$ cat src/rtl/core/lrip_pkg.sv
`default_nettype none

package lrip_pkg;

  // sizing limits of the image and the coordinate word
  localparam int MAX_ROWS    = 128;
  localparam int MAX_COLUMNS = 4096;
  localparam int COORD_BITS  = 20;

  // configuration registers
  localparam int ROW_CNT_W  = 8;
  localparam int COL_CNT_W  = 13;
  localparam int BOT_W      = 23;
  localparam int STEP_W     = 25;
  localparam int CFG_IDX_W  = 3;
  localparam int CFG_DATA_W = 25;

  typedef enum logic [CFG_IDX_W-1:0] {
    REG_ROW_COUNT,
    REG_COLUMN_COUNT,
    REG_BOTTOM_ANGLE,
    REG_VERTICAL_STEP,
    REG_HORIZONTAL_STEP
  } cfg_reg_e;

  // result fields
  localparam int ROW_W       = 7;
  localparam int COLUMN_W    = 12;
  localparam int INDEX_W     = 19;
  localparam int RANGE_W     = 20;
  localparam int INTENSITY_W = 16;

  // square root
  localparam int RAD_W       = 2 * COORD_BITS;
  localparam int ROOT_W      = COORD_BITS;
  localparam int SQRT_STAGES = ROOT_W;

  // angles, 1/65536 degree
  localparam int ANG_ONE  = 65536;
  localparam int DEG90    = 90 * ANG_ONE;
  localparam int DEG180   = 180 * ANG_ONE;
  localparam int ANG_W    = 27;

  // atan2: normalize to [2^31, 2^32), then vectoring iterations
  localparam int ATAN_IN_W    = COORD_BITS + 1;
  localparam int NORM_W       = 32;
  localparam int SH_W         = $clog2(NORM_W);
  localparam int NORM_EXT_W   = (ATAN_IN_W > NORM_W) ? ATAN_IN_W : NORM_W;
  localparam int CORDIC_W     = NORM_EXT_W + 4;
  localparam int CORDIC_STEPS = 23;
  localparam int ATAN_STAGES  = CORDIC_STEPS + 2;

  localparam int ATAN_TAB [CORDIC_STEPS] = '{
    2949120, 1740967, 919879, 466945, 234379, 117304, 58666, 29335,
    14668, 7334, 3667, 1833, 917, 458, 229, 115, 57, 29, 14, 7, 4, 2, 1
  };

  // divider
  localparam int DIV_NUM_W  = 39;
  localparam int DIV_STAGES = DIV_NUM_W;

endpackage

`default_nettype wire

$ cat src/rtl/core/lrip_sqrt.sv
`default_nettype none

module lrip_sqrt (
  input  logic                         clk_i,
  input  logic                         en_i,
  input  logic [lrip_pkg::RAD_W-1:0]   rad_i,
  output logic [lrip_pkg::ROOT_W-1:0]  root_o
);
  import lrip_pkg::*;

  logic [RAD_W-1:0]  rem_q  [SQRT_STAGES];
  logic [ROOT_W-1:0] root_q [SQRT_STAGES];

  // one result bit per stage, most significant first
  for (genvar k = 0; k < SQRT_STAGES; k++) begin : g_stage
    localparam int B = ROOT_W - 1 - k;
    logic [RAD_W-1:0]  rem_in;
    logic [ROOT_W-1:0] root_in;
    logic [RAD_W-1:0]  trial;

    if (k == 0) begin : g_first
      assign rem_in  = rad_i;
      assign root_in = '0;
    end else begin : g_next
      assign rem_in  = rem_q[k-1];
      assign root_in = root_q[k-1];
    end

    // (root + 2^B)^2 - root^2
    assign trial = (RAD_W'(root_in) << (B + 1)) | (RAD_W'(1) << (2 * B));

    always_ff @(posedge clk_i) begin
      if (en_i) begin
        if (rem_in >= trial) begin
          rem_q[k]  <= rem_in - trial;
          root_q[k] <= root_in | (ROOT_W'(1) << B);
        end else begin
          rem_q[k]  <= rem_in;
          root_q[k] <= root_in;
        end
      end
    end
  end

  assign root_o = root_q[SQRT_STAGES-1];

endmodule

`default_nettype wire

$ cat config.mk
export PLATFORM = sky130hd
export DESIGN_NAME = lrip_sqrt
export DESIGN_NICKNAME = d
export VERILOG_FILES = /design/src/rtl/core/lrip_pkg.sv /design/src/rtl/core/lrip_sqrt.sv
export SDC_FILE = /design/constraint.sdc
export NUM_CORES = 1
export LEC_CHECK = 0
export BUFFER_PORTS_ARGS = -buffer_cell sky130_fd_sc_hd__buf_2
export CAP_MARGIN = 30
export CORE_MARGIN = 2
export CORE_UTILIZATION = 40
export DETAILED_ROUTE_END_ITERATION = 12
export PLACE_DENSITY_LB_ADDON = 0.05
export SLEW_MARGIN = 20
export SYNTH_ARGS = -nofsm -noshare
export SYNTH_HDL_FRONTEND = slang
export SYNTH_SLANG_ARGS = --single-unit
export TNS_END_PERCENT = 20
$ cat constraint.sdc
create_clock -name clk_i -period 6.5 [get_ports clk_i]
set_input_delay 0.65 -clock clk_i [delete_from_list [all_inputs] [get_ports clk_i]]
set_output_delay 0.65 -clock clk_i [all_outputs]
set_load 0.02 [all_outputs]
==> results_dict.tcl <==
set metrics [dict create \
    outcome "complete, no violations" \
    seqCellArea_mm2 0.02913 \
    drtIter0Drc 2043 \
    drc_errors 0 \
    die_h_um 342.4 \
    synth_area_leaders "edfxtp_1 64%, ha_1 6.2%, xnor2_1 3.1%, xor2_1 3.0%, inv_1 2.3%" \
    cts_sinks 970 \
    hold_path.startpoint "rad_i[3]" \
    antenna_found_initial 0 \
    syn_inst 3566 \
    die_w_um 342.4 \
    area_growth_pct 12.57 \
    rsz0062_at_grt "false" \
    max-clock-path-buffers 3 \
    overflow 0 \
    first_pass_iters 5 \
    synthArstFlopShare_pct 0 \
    skew_ns 0.04280 \
    critical_path_arrival_ns 4.44 \
    dp.cells 5087 \
    r2r.worst_path.cells 10 \
    portBuffers 61 \
    yosysMostFrequentCell "edfxtp_1" \
    synth_edf_count 970 \
    pwr-share-seq_pct 49.2 \
    p_per_area_mw_per_mm2 330.5 \
    initial_core_util_pct 40.22 \
    grt_max_degree 119 \
    final.setup.tns_ns 0 \
    synth_cell_types 73 \
    yosysTopAreaCell "edfxtp_1" \
    cts-buffers-inserted 105 \
    wl_per_cell_um 19.74 \
    placement_rows 124 \
    drt-vias-per-instance 5.253 \
    swShare_pct 26.98 \
    multi_input_area_mm2 0.01536 \
    power_switching_uw 4598 \
    fillers 10280 \
    max_slew_margin_pct 30.36 \
    place.gp.congestion 0.8481 \
    ys_seq_elements 970 \
    final_hold_viol_count 0 \
    ant_nets 0 \
    diodes 0 \
    power_frac_comb_pct 15.1 \
    min_path_cells 1 \
    synthFlopType "edfxtp_1" \
    cp-end-kind "flop" \
    netlist_top_cells_count "970 x edfxtp_1, 279 x inv_1, 263 x nand2_1, 227 x ha_1, 206 x nor2_1" \
    internal_power_uw 12440 \
    synth_top_area_share_pct 63.60 \
    grt_pass1_wl_um 162700 \
    final_cells 5284 \
    max_freq_mhz 247.2 \
    crit_fanout 7 \
    slew_violations 0 \
    netlist_area_mm2 0.04580 \
    yosysWarnings 0 \
    vias 27760 \
    holdPathEnd "rem_q[0][3]" \
    design.die.area_mm2 0.1172 \
    drive_above_1_share_pct 7.953 \
    root_buffer "clkbuf_16" \
    final.min_clock_period_ns 4.045 \
    p_leak_uw 0.01933 \
    htree_num_levels 3 \
    hp-class "primary input to flop" \
    synth_seq_area_share_pct 63.60 \
    grt_usage_pct 17.78 \
    setup_viol 0 \
    synth.net_count 3835 \
    critical_path_required_ns 6.90 \
    io_pins 62 \
    startpoint_type "flop" \
    wirelength_um 104300 \
    worstReg2RegStart "rem_q[13][25]" \
    holdBufCountCts 0 \
    reg2reg_slack_ns 2.46 \
    drv_cap 0 \
    clk_latency_ns 0.70 \
    place_hpwl_um 77190 \
    nets 3954 \
    core_mm2 0.1139 \
    crit_type "flop to flop" \
    r2r_end "rem_q[14][33]" \
    clk_pin_slew_ns 0.06 \
    avgSynthCellArea_um2 12.84 \
    tightest_slew_ns 1.045 \
    grt_pass1_vias 28000 \
    post_cts_resized 0 \
    clock_power_share_pct 35.7 \
    post-route-period-util_pct 62.23 \
    cts_setup_buffers 0 \
    vdd_drop_max_v 0.0002187 \
    cts_tree "built" \
]
==> logic make-up after synthesis <==
family                   share of synthesized area (%)
AO/OA/AOI/OAI                                    8.300
XOR/XNOR                                         6.043
adder cells (fa/ha/maj)                          6.202
buffers and inverters                            2.921
flip-flops                                       63.60
multiplexers                                    0.9863
AND/OR/NAND/NOR                                  11.95
==> worst max path at each step <==
stage / from / end
after floorplan: en_i / rem_q[16][0]
after global placement: en_i / rem_q[7][29]
after detailed placement: en_i / rem_q[7][29]
after CTS: rem_q[13][25] / rem_q[14][33]
after global routing: rem_q[13][25] / rem_q[14][33]
final: rem_q[13][25] / rem_q[14][33]
==> state kept, by name, indices dropped and copies added (netlist names) <==
| name | count |
|---|---|
| root_q | 210 |
| rem_q | 760 |
==> power groups by stage <==
stage | combinational, µW | sequential, µW | clock [µW]
6_report | 2570 | 8380 | 6090
4_1_cts | 2580 | 8400 | 6280
2_1_floorplan | 1950 | 8240 | 0
3_5_place_dp | 2560 | 8520 | 0
5_1_grt | 2900 | 8460 | 6540
3_3_place_gp | 2520 | 8520 | 0
==> through the flow <==
stage / setup WS (ns) / util (%) / power (µW) / hold WS [ns] / area (µm²)
final: 2.455 / 45.27 / 17040 / 0.1279 / 51560
after CTS: 2.408 / 45.22 / 17260 / 0.06594 / 51500
after global routing: 2.159 / 45.27 / 17900 / 0.08475 / 51560
after global placement: 2.350 / 42.05 / 11050 / 0.4249 / 47880
after detailed placement: 2.290 / 42.11 / 11080 / 0.4273 / 47950
after floorplan: 3.026 / - / 10200 / 0.4166 / 45800
==> layout make-up <==
cell class	instances	area share, %
Inverter	279	2.031
Tap cell	1512	3.669
Multi-Input combinational cell	2241	29.80
Timing Repair Buffer	88	1.133
Clock inverter	70	1.594
Clock buffer	124	5.276
Sequential cell	970	56.50
==> per-layer routing <==
metal / vias to the layer above / track usage [%] / routed length [µm]
met5: - / 0 / 0
met2: 511 / 30.98 / 52200
met3: 135 / 2.491 / 3992
li1: 13510 / - / -
met1: 13600 / 23.22 / 46040
met4: 0 / 4.688 / 2057
==> worst max-delay path, cell delays in order (launching register included) <==
cell and delay, ns:
edfxtp_1 0.43, ha_1 0.42, nand2_1 0.10, nor3_1 0.51
nand4_1 0.27, or3_1 0.40, o31ai_1 0.55, a31o_2 0.34
nand3_1 0.30, nor4_1 0.33, xor2_1 0.12
==> layout by cell type, fill, tap and decap left out, types with 18 or more instances in the layout <==
cell       netlist  routed
edfxtp_1       970     970
inv_1          279     279
nand2_1        263     263
ha_1           227     227
nor2_1         206     206
o21ai_0        180     180
a21oi_1        168     167
xnor2_1        160     160
xor2_1         156     156
nor3_1         106     106
clkbuf_16        0     106
nor4_1          94      93
a21o_1          79      79
buf_2            4      63
nand4_1         52      52
nand2b_1        45      45
o21a_1          41      41
nand3_1         40      40
nor2b_1         36      36
or4_1           32      32
or3_1           30      30
clkinv_2         0      23
o31ai_1         22      22
nor4b_1         22      22
clkinv_1         0      21
a211oi_1        20      19
mux2_2          18      18
clkbuf_1        67      18
buf_4            0      18
No activity file was read; power rests on OpenSTA's default activity.
