===== config.mk =====
export PLATFORM = sky130hd
export DESIGN_NAME = lrip_div
export DESIGN_NICKNAME = d
export VERILOG_FILES = /design/src/rtl/core/lrip_pkg.sv /design/src/rtl/core/lrip_div.sv
export SDC_FILE = /design/constraint.sdc
export NUM_CORES = 2
export LEC_CHECK = 0
export ABC_CLOCK_PERIOD_IN_PS = 6360
export BUFFER_PORTS_ARGS = -buffer_cell sky130_fd_sc_hd__buf_2
export CAP_MARGIN = 10
export CORE_ASPECT_RATIO = 0.6
export CORE_MARGIN = 1.5
export CORE_UTILIZATION = 57
export CTS_CLUSTER_DIAMETER = 30
export DETAILED_ROUTE_END_ITERATION = 6
export PLACE_DENSITY = 0.76
export SLEW_MARGIN = 20
export SYNTH_ARGS = -nofsm -noshare
export SYNTH_HDL_FRONTEND = slang
export SYNTH_SLANG_ARGS = --single-unit

===== constraint.sdc =====
create_clock -name clk_i -period 6.36 [get_ports clk_i]
set_clock_uncertainty 0.15 [all_clocks]
set_input_delay 0.636 -clock clk_i [delete_from_list [all_inputs] [get_ports clk_i]]
set_output_delay 0.636 -clock clk_i [all_outputs]
set_load 0.05 [all_outputs]

===== src/rtl/core/lrip_pkg.sv =====
`default_nettype none

package lrip_pkg;

  // sizing limits of the image and the coordinate word
  localparam int MAX_ROWS    = 128;
  localparam int MAX_COLUMNS = 4096;
  localparam int COORD_BITS  = 20;

  // configuration registers
  localparam int ROW_CNT_W  = 8;
  localparam int COL_CNT_W  = 13;
  localparam int BOT_W      = 23;
  localparam int STEP_W     = 25;
  localparam int CFG_IDX_W  = 3;
  localparam int CFG_DATA_W = 25;

  typedef enum logic [CFG_IDX_W-1:0] {
    REG_ROW_COUNT,
    REG_COLUMN_COUNT,
    REG_BOTTOM_ANGLE,
    REG_VERTICAL_STEP,
    REG_HORIZONTAL_STEP
  } cfg_reg_e;

  // result fields
  localparam int ROW_W       = 7;
  localparam int COLUMN_W    = 12;
  localparam int INDEX_W     = 19;
  localparam int RANGE_W     = 20;
  localparam int INTENSITY_W = 16;

  // square root
  localparam int RAD_W       = 2 * COORD_BITS;
  localparam int ROOT_W      = COORD_BITS;
  localparam int SQRT_STAGES = ROOT_W;

  // angles, 1/65536 degree
  localparam int ANG_ONE  = 65536;
  localparam int DEG90    = 90 * ANG_ONE;
  localparam int DEG180   = 180 * ANG_ONE;
  localparam int ANG_W    = 27;

  // atan2: normalize to [2^31, 2^32), then vectoring iterations
  localparam int ATAN_IN_W    = COORD_BITS + 1;
  localparam int NORM_W       = 32;
  localparam int SH_W         = $clog2(NORM_W);
  localparam int NORM_EXT_W   = (ATAN_IN_W > NORM_W) ? ATAN_IN_W : NORM_W;
  localparam int CORDIC_W     = NORM_EXT_W + 4;
  localparam int CORDIC_STEPS = 23;
  localparam int ATAN_STAGES  = CORDIC_STEPS + 2;

  localparam int ATAN_TAB [CORDIC_STEPS] = '{
    2949120, 1740967, 919879, 466945, 234379, 117304, 58666, 29335,
    14668, 7334, 3667, 1833, 917, 458, 229, 115, 57, 29, 14, 7, 4, 2, 1
  };

  // divider
  localparam int DIV_NUM_W  = 39;
  localparam int DIV_STAGES = DIV_NUM_W;

endpackage

`default_nettype wire


===== src/rtl/core/lrip_div.sv =====
`default_nettype none

module lrip_div (
  input  logic                                  clk_i,
  input  logic                                  en_i,
  input  logic signed [lrip_pkg::DIV_NUM_W-1:0] num_i,
  input  logic        [lrip_pkg::STEP_W-1:0]    den_i,
  output logic signed [lrip_pkg::DIV_NUM_W-1:0] quo_o
);
  import lrip_pkg::*;

  logic [STEP_W-1:0]    rem_q [DIV_STAGES];
  logic [DIV_NUM_W-1:0] n_q   [DIV_STAGES];
  logic [DIV_NUM_W-1:0] q_q   [DIV_STAGES];
  logic                 neg_q [DIV_STAGES];

  // restoring division on magnitudes, one quotient bit per stage
  for (genvar k = 0; k < DIV_STAGES; k++) begin : g_stage
    logic [STEP_W-1:0]    rem_in;
    logic [DIV_NUM_W-1:0] n_in;
    logic [DIV_NUM_W-1:0] q_in;
    logic                 neg_in;
    logic [STEP_W:0]      trial;
    logic                 ge;

    if (k == 0) begin : g_first
      assign rem_in = '0;
      assign n_in   = num_i[DIV_NUM_W-1] ? DIV_NUM_W'(-num_i) : DIV_NUM_W'(num_i);
      assign q_in   = '0;
      assign neg_in = num_i[DIV_NUM_W-1];
    end else begin : g_next
      assign rem_in = rem_q[k-1];
      assign n_in   = n_q[k-1];
      assign q_in   = q_q[k-1];
      assign neg_in = neg_q[k-1];
    end

    assign trial = {rem_in, n_in[DIV_NUM_W-1]};
    assign ge    = (trial >= {1'b0, den_i});

    always_ff @(posedge clk_i) begin
      if (en_i) begin
        rem_q[k] <= ge ? STEP_W'(trial - {1'b0, den_i}) : STEP_W'(trial);
        n_q[k]   <= n_in << 1;
        q_q[k]   <= {q_in[DIV_NUM_W-2:0], ge};
        neg_q[k] <= neg_in;
      end
    end
  end

  // truncate toward zero
  assign quo_o = neg_q[DIV_STAGES-1] ? -$signed(q_q[DIV_STAGES-1])
                                     : $signed(q_q[DIV_STAGES-1]);

endmodule

`default_nettype wire


==> metrics.cfg <==
[status]
status = finished, final reports clean

[clocking]
cts_resized = 0
clk_pin_slew_ps = 70
numCtsBuffers = 383
root_buffer = clkbuf_16
clk_latency_ps = 910
postCtsSetupBuffers = 0
cts_hold_buf = 39
cts_num_sinks = 2510
cts_max_level = 5
cts_tree = built
clockBufferDepth = 4

[setup_path]
cp_max_fo = 5
start_kind = register
cp_top_family = simple AND/OR/NAND/NOR gates
critPathMaxStageDelay_ps = 630
path_class = register to primary output
critPathMostFrequentCell = nand2b_1
cp_data_required_time_ps = 5570
arrival_ps = 4820
slowest_stage = or4_1
path_buf_inv = 1
cp-end-kind = primary output
crit_chain = or4_1 -> or4_1 -> or3_1 -> or3_1 -> nand2b_1 -> nand2b_1 -> nand2b_1 -> o41ai_1 -> xnor2_1 -> buf_2

[global_routing]
grt-ovfl-total = 0
grt_max_degree = 193
grt_pass1_wl_um = 512000
grt_use_total_pct = 28.7
antenna_found_initial = 15
grt_pass1_vias = 83800

[logic_synthesis]
ys.flop_type = edfxtp_1
ys_ff_latch = 2510
syn_area_um2 = 132000
synth_top_area_share_pct = 57.3
synth-async-reset-ratio_pct = 0
synth-seq-area-share_pct = 57.3
synth_cell_types = 87
synthCells = 10600
yosys_warnings = 0
avgSynthCellArea_um2 = 12.4
synth_area_leader_cell = edfxtp_1
synth_edf_count = 2510
synthTopCellsByArea = edfxtp_1, ha_1, a21oi_1
syn_nets = 11700

[die]
die_h_um = 375
core_area_um2 = 229000
die_width_um = 623
rows = 136
boundaryPins = 105
initial_utilization_pct = 57.4
die-area_um2 = 234000

[sta]
tns_ps = 0
worst_pin_slew_ps = 1080
finalCritPeriodShare_pct = 88.2
drv_slew = 0
fmax_mhz = 178
setup_viol = 0
fin_crit_ps = 5610
hold_viol = 0
slew_headroom_pct = 27.9
rsz0062_at_grt = no

[drt]
routed_via_density = 6.22
vias = 90200
dr.pass1.iters = 7
routed_wl_um = 343000
drt_iter0_markers = 10700
drc = 0
final_antenna_net_count = 0
wl_per_cell_um = 23.6

[finish]
register_area_um2 = 75400
final_common_cell = edfxtp_1
area_growth_pct = 14.4
drive_gt1_share_pct = 12.9
mostFrequentLayoutCells = edfxtp_1, a21oi_1, ha_1, nor2_1, nand2_1
fillers = 16600
stdcell_count = 14500
multi_input_area_um2 = 54300
nNetsFinal = 12200
fin_util_pct = 65.6

[job]
maxCapViolations = 0

[pwr]
pwr-share-clk_pct = 24.9
p_leak_nw = 57.8
power_report.internal_total_mw = 51.8
ir_worst_vdd_mv = 0.344
combinationalPowerShare_pct = 41.9
sw_frac_of_total_pct = 37.6
switchingPower_mw = 31.3
power_density_nw_per_um2 = 552
seq_power_share_pct = 33.2

[placed_design]
dp_hpwl_um = 239000
place_inst = 13700
port_buffers = 104
gp_congestion = 0.991

[min_path]
hp-class = input pin to register

[flip-flops by register name, indices dropped and copies added (netlist names)]
signal / count
neg_q: 39
q_q: 780
rem_q: 950
n_q: 741
[worst register-to-register path: stages (launching register included)]
cell	delay (ps)
edfxtp_1	510
inv_1	110
ha_1	220
fa_1	420
nor2b_1	170
o31a_1	200
o221ai_1	210
a41oi_1	400
a21o_1	180
a21oi_1	100
o21ai_0	420
a221o_1	220
a211o_1	810
mux2_2	440
[cells in the mapped netlist (58+ instances only)]
cell and number:
a211oi_1 58, a21o_1 396, a21oi_1 989, a31oi_1 86, and3_1 80, clkbuf_1 211, edfxtp_1 2510, ha_1 954
inv_1 325, mux2_2 392, nand2_1 680, nand2b_1 121, nand3_1 190, nand4_1 132, nor2_1 691, nor2b_1 152
nor3_1 171, o21a_1 121, o21ai_0 628, o21bai_1 87, o31ai_1 91, xnor2_1 535, xor2_1 291
[power groups by stage]
| stage | combinational, mW | clock, mW | sequential [mW] |
|---|---|---|---|
| after CTS | 34.0 | 21.1 | 27.4 |
| final | 34.8 | 20.7 | 27.6 |
| after detailed placement | 33.6 | 0 | 27.6 |
| after global placement | 32.7 | 0 | 27.6 |
| after global routing | 38.1 | 21.8 | 27.8 |
| after floorplan | 25.7 | 0 | 25.8 |
[path summary, 6_finish.rpt]
path               startpoint       endpoint  slack, ps  depth (start not counted)
setup / recovery  q_q[4][243]      quo_o[37]        750                         10
hold / removal           en_i    n_q[0][123]         70                          1
setup reg to reg  n_q[2][151]  rem_q[2][107]       1520                         13
hold reg to reg    n_q[2][34]     n_q[2][73]        220                          0
[per-layer routing]
metal / part of all wire, % / GRT usage (%) / wire, um
met1: 47 / 45.4 / 160000
met2: 39 / 37.9 / 133000
met3: 12 / 8.43 / 41400
met4: 2.4 / 7.37 / 8380
met5: 0.029 / 0 / 101
[kinds of logic (layout without fill, tap and decap cells)]
kind of cell / count (synthesis) / in the layout / share of synthesized area (%)
simple gates: 2489 / 2489 / 9.07
other cells: 0 / 8 / 0
buf+inv: 571 / 1386 / 1.63
xor+xnor: 826 / 826 / 5.50
compound gates: 2825 / 2825 / 13.3
flops: 2510 / 2510 / 57.3
fa+ha+maj: 991 / 991 / 9.63
mux: 432 / 432 / 3.66
[layout make-up]
cell class	instances	share of cell area [%]
Inverter	327	0.817
Clock buffer	415	6.53
Multi-Input combinational cell	7563	36.0
Antenna cell	8	0.0133
Timing Repair Buffer	355	2.03
Tap cell	3036	2.52
Clock inverter	289	1.99
Sequential cell	2510	50.1
[metrics by stage]
step,setup WS [ps],power (mW),area [um^2],hold slack [ps]
detailed placement,734,61.2,137000,255
floorplan,922,51.5,132000,250
CTS,667,82.5,150000,9.50
global placement,779,60.3,137000,250
global route,558,87.7,151000,60.2
finish,753,83.1,151000,69.1
Note: power is estimated with default switching activity, not from simulation.
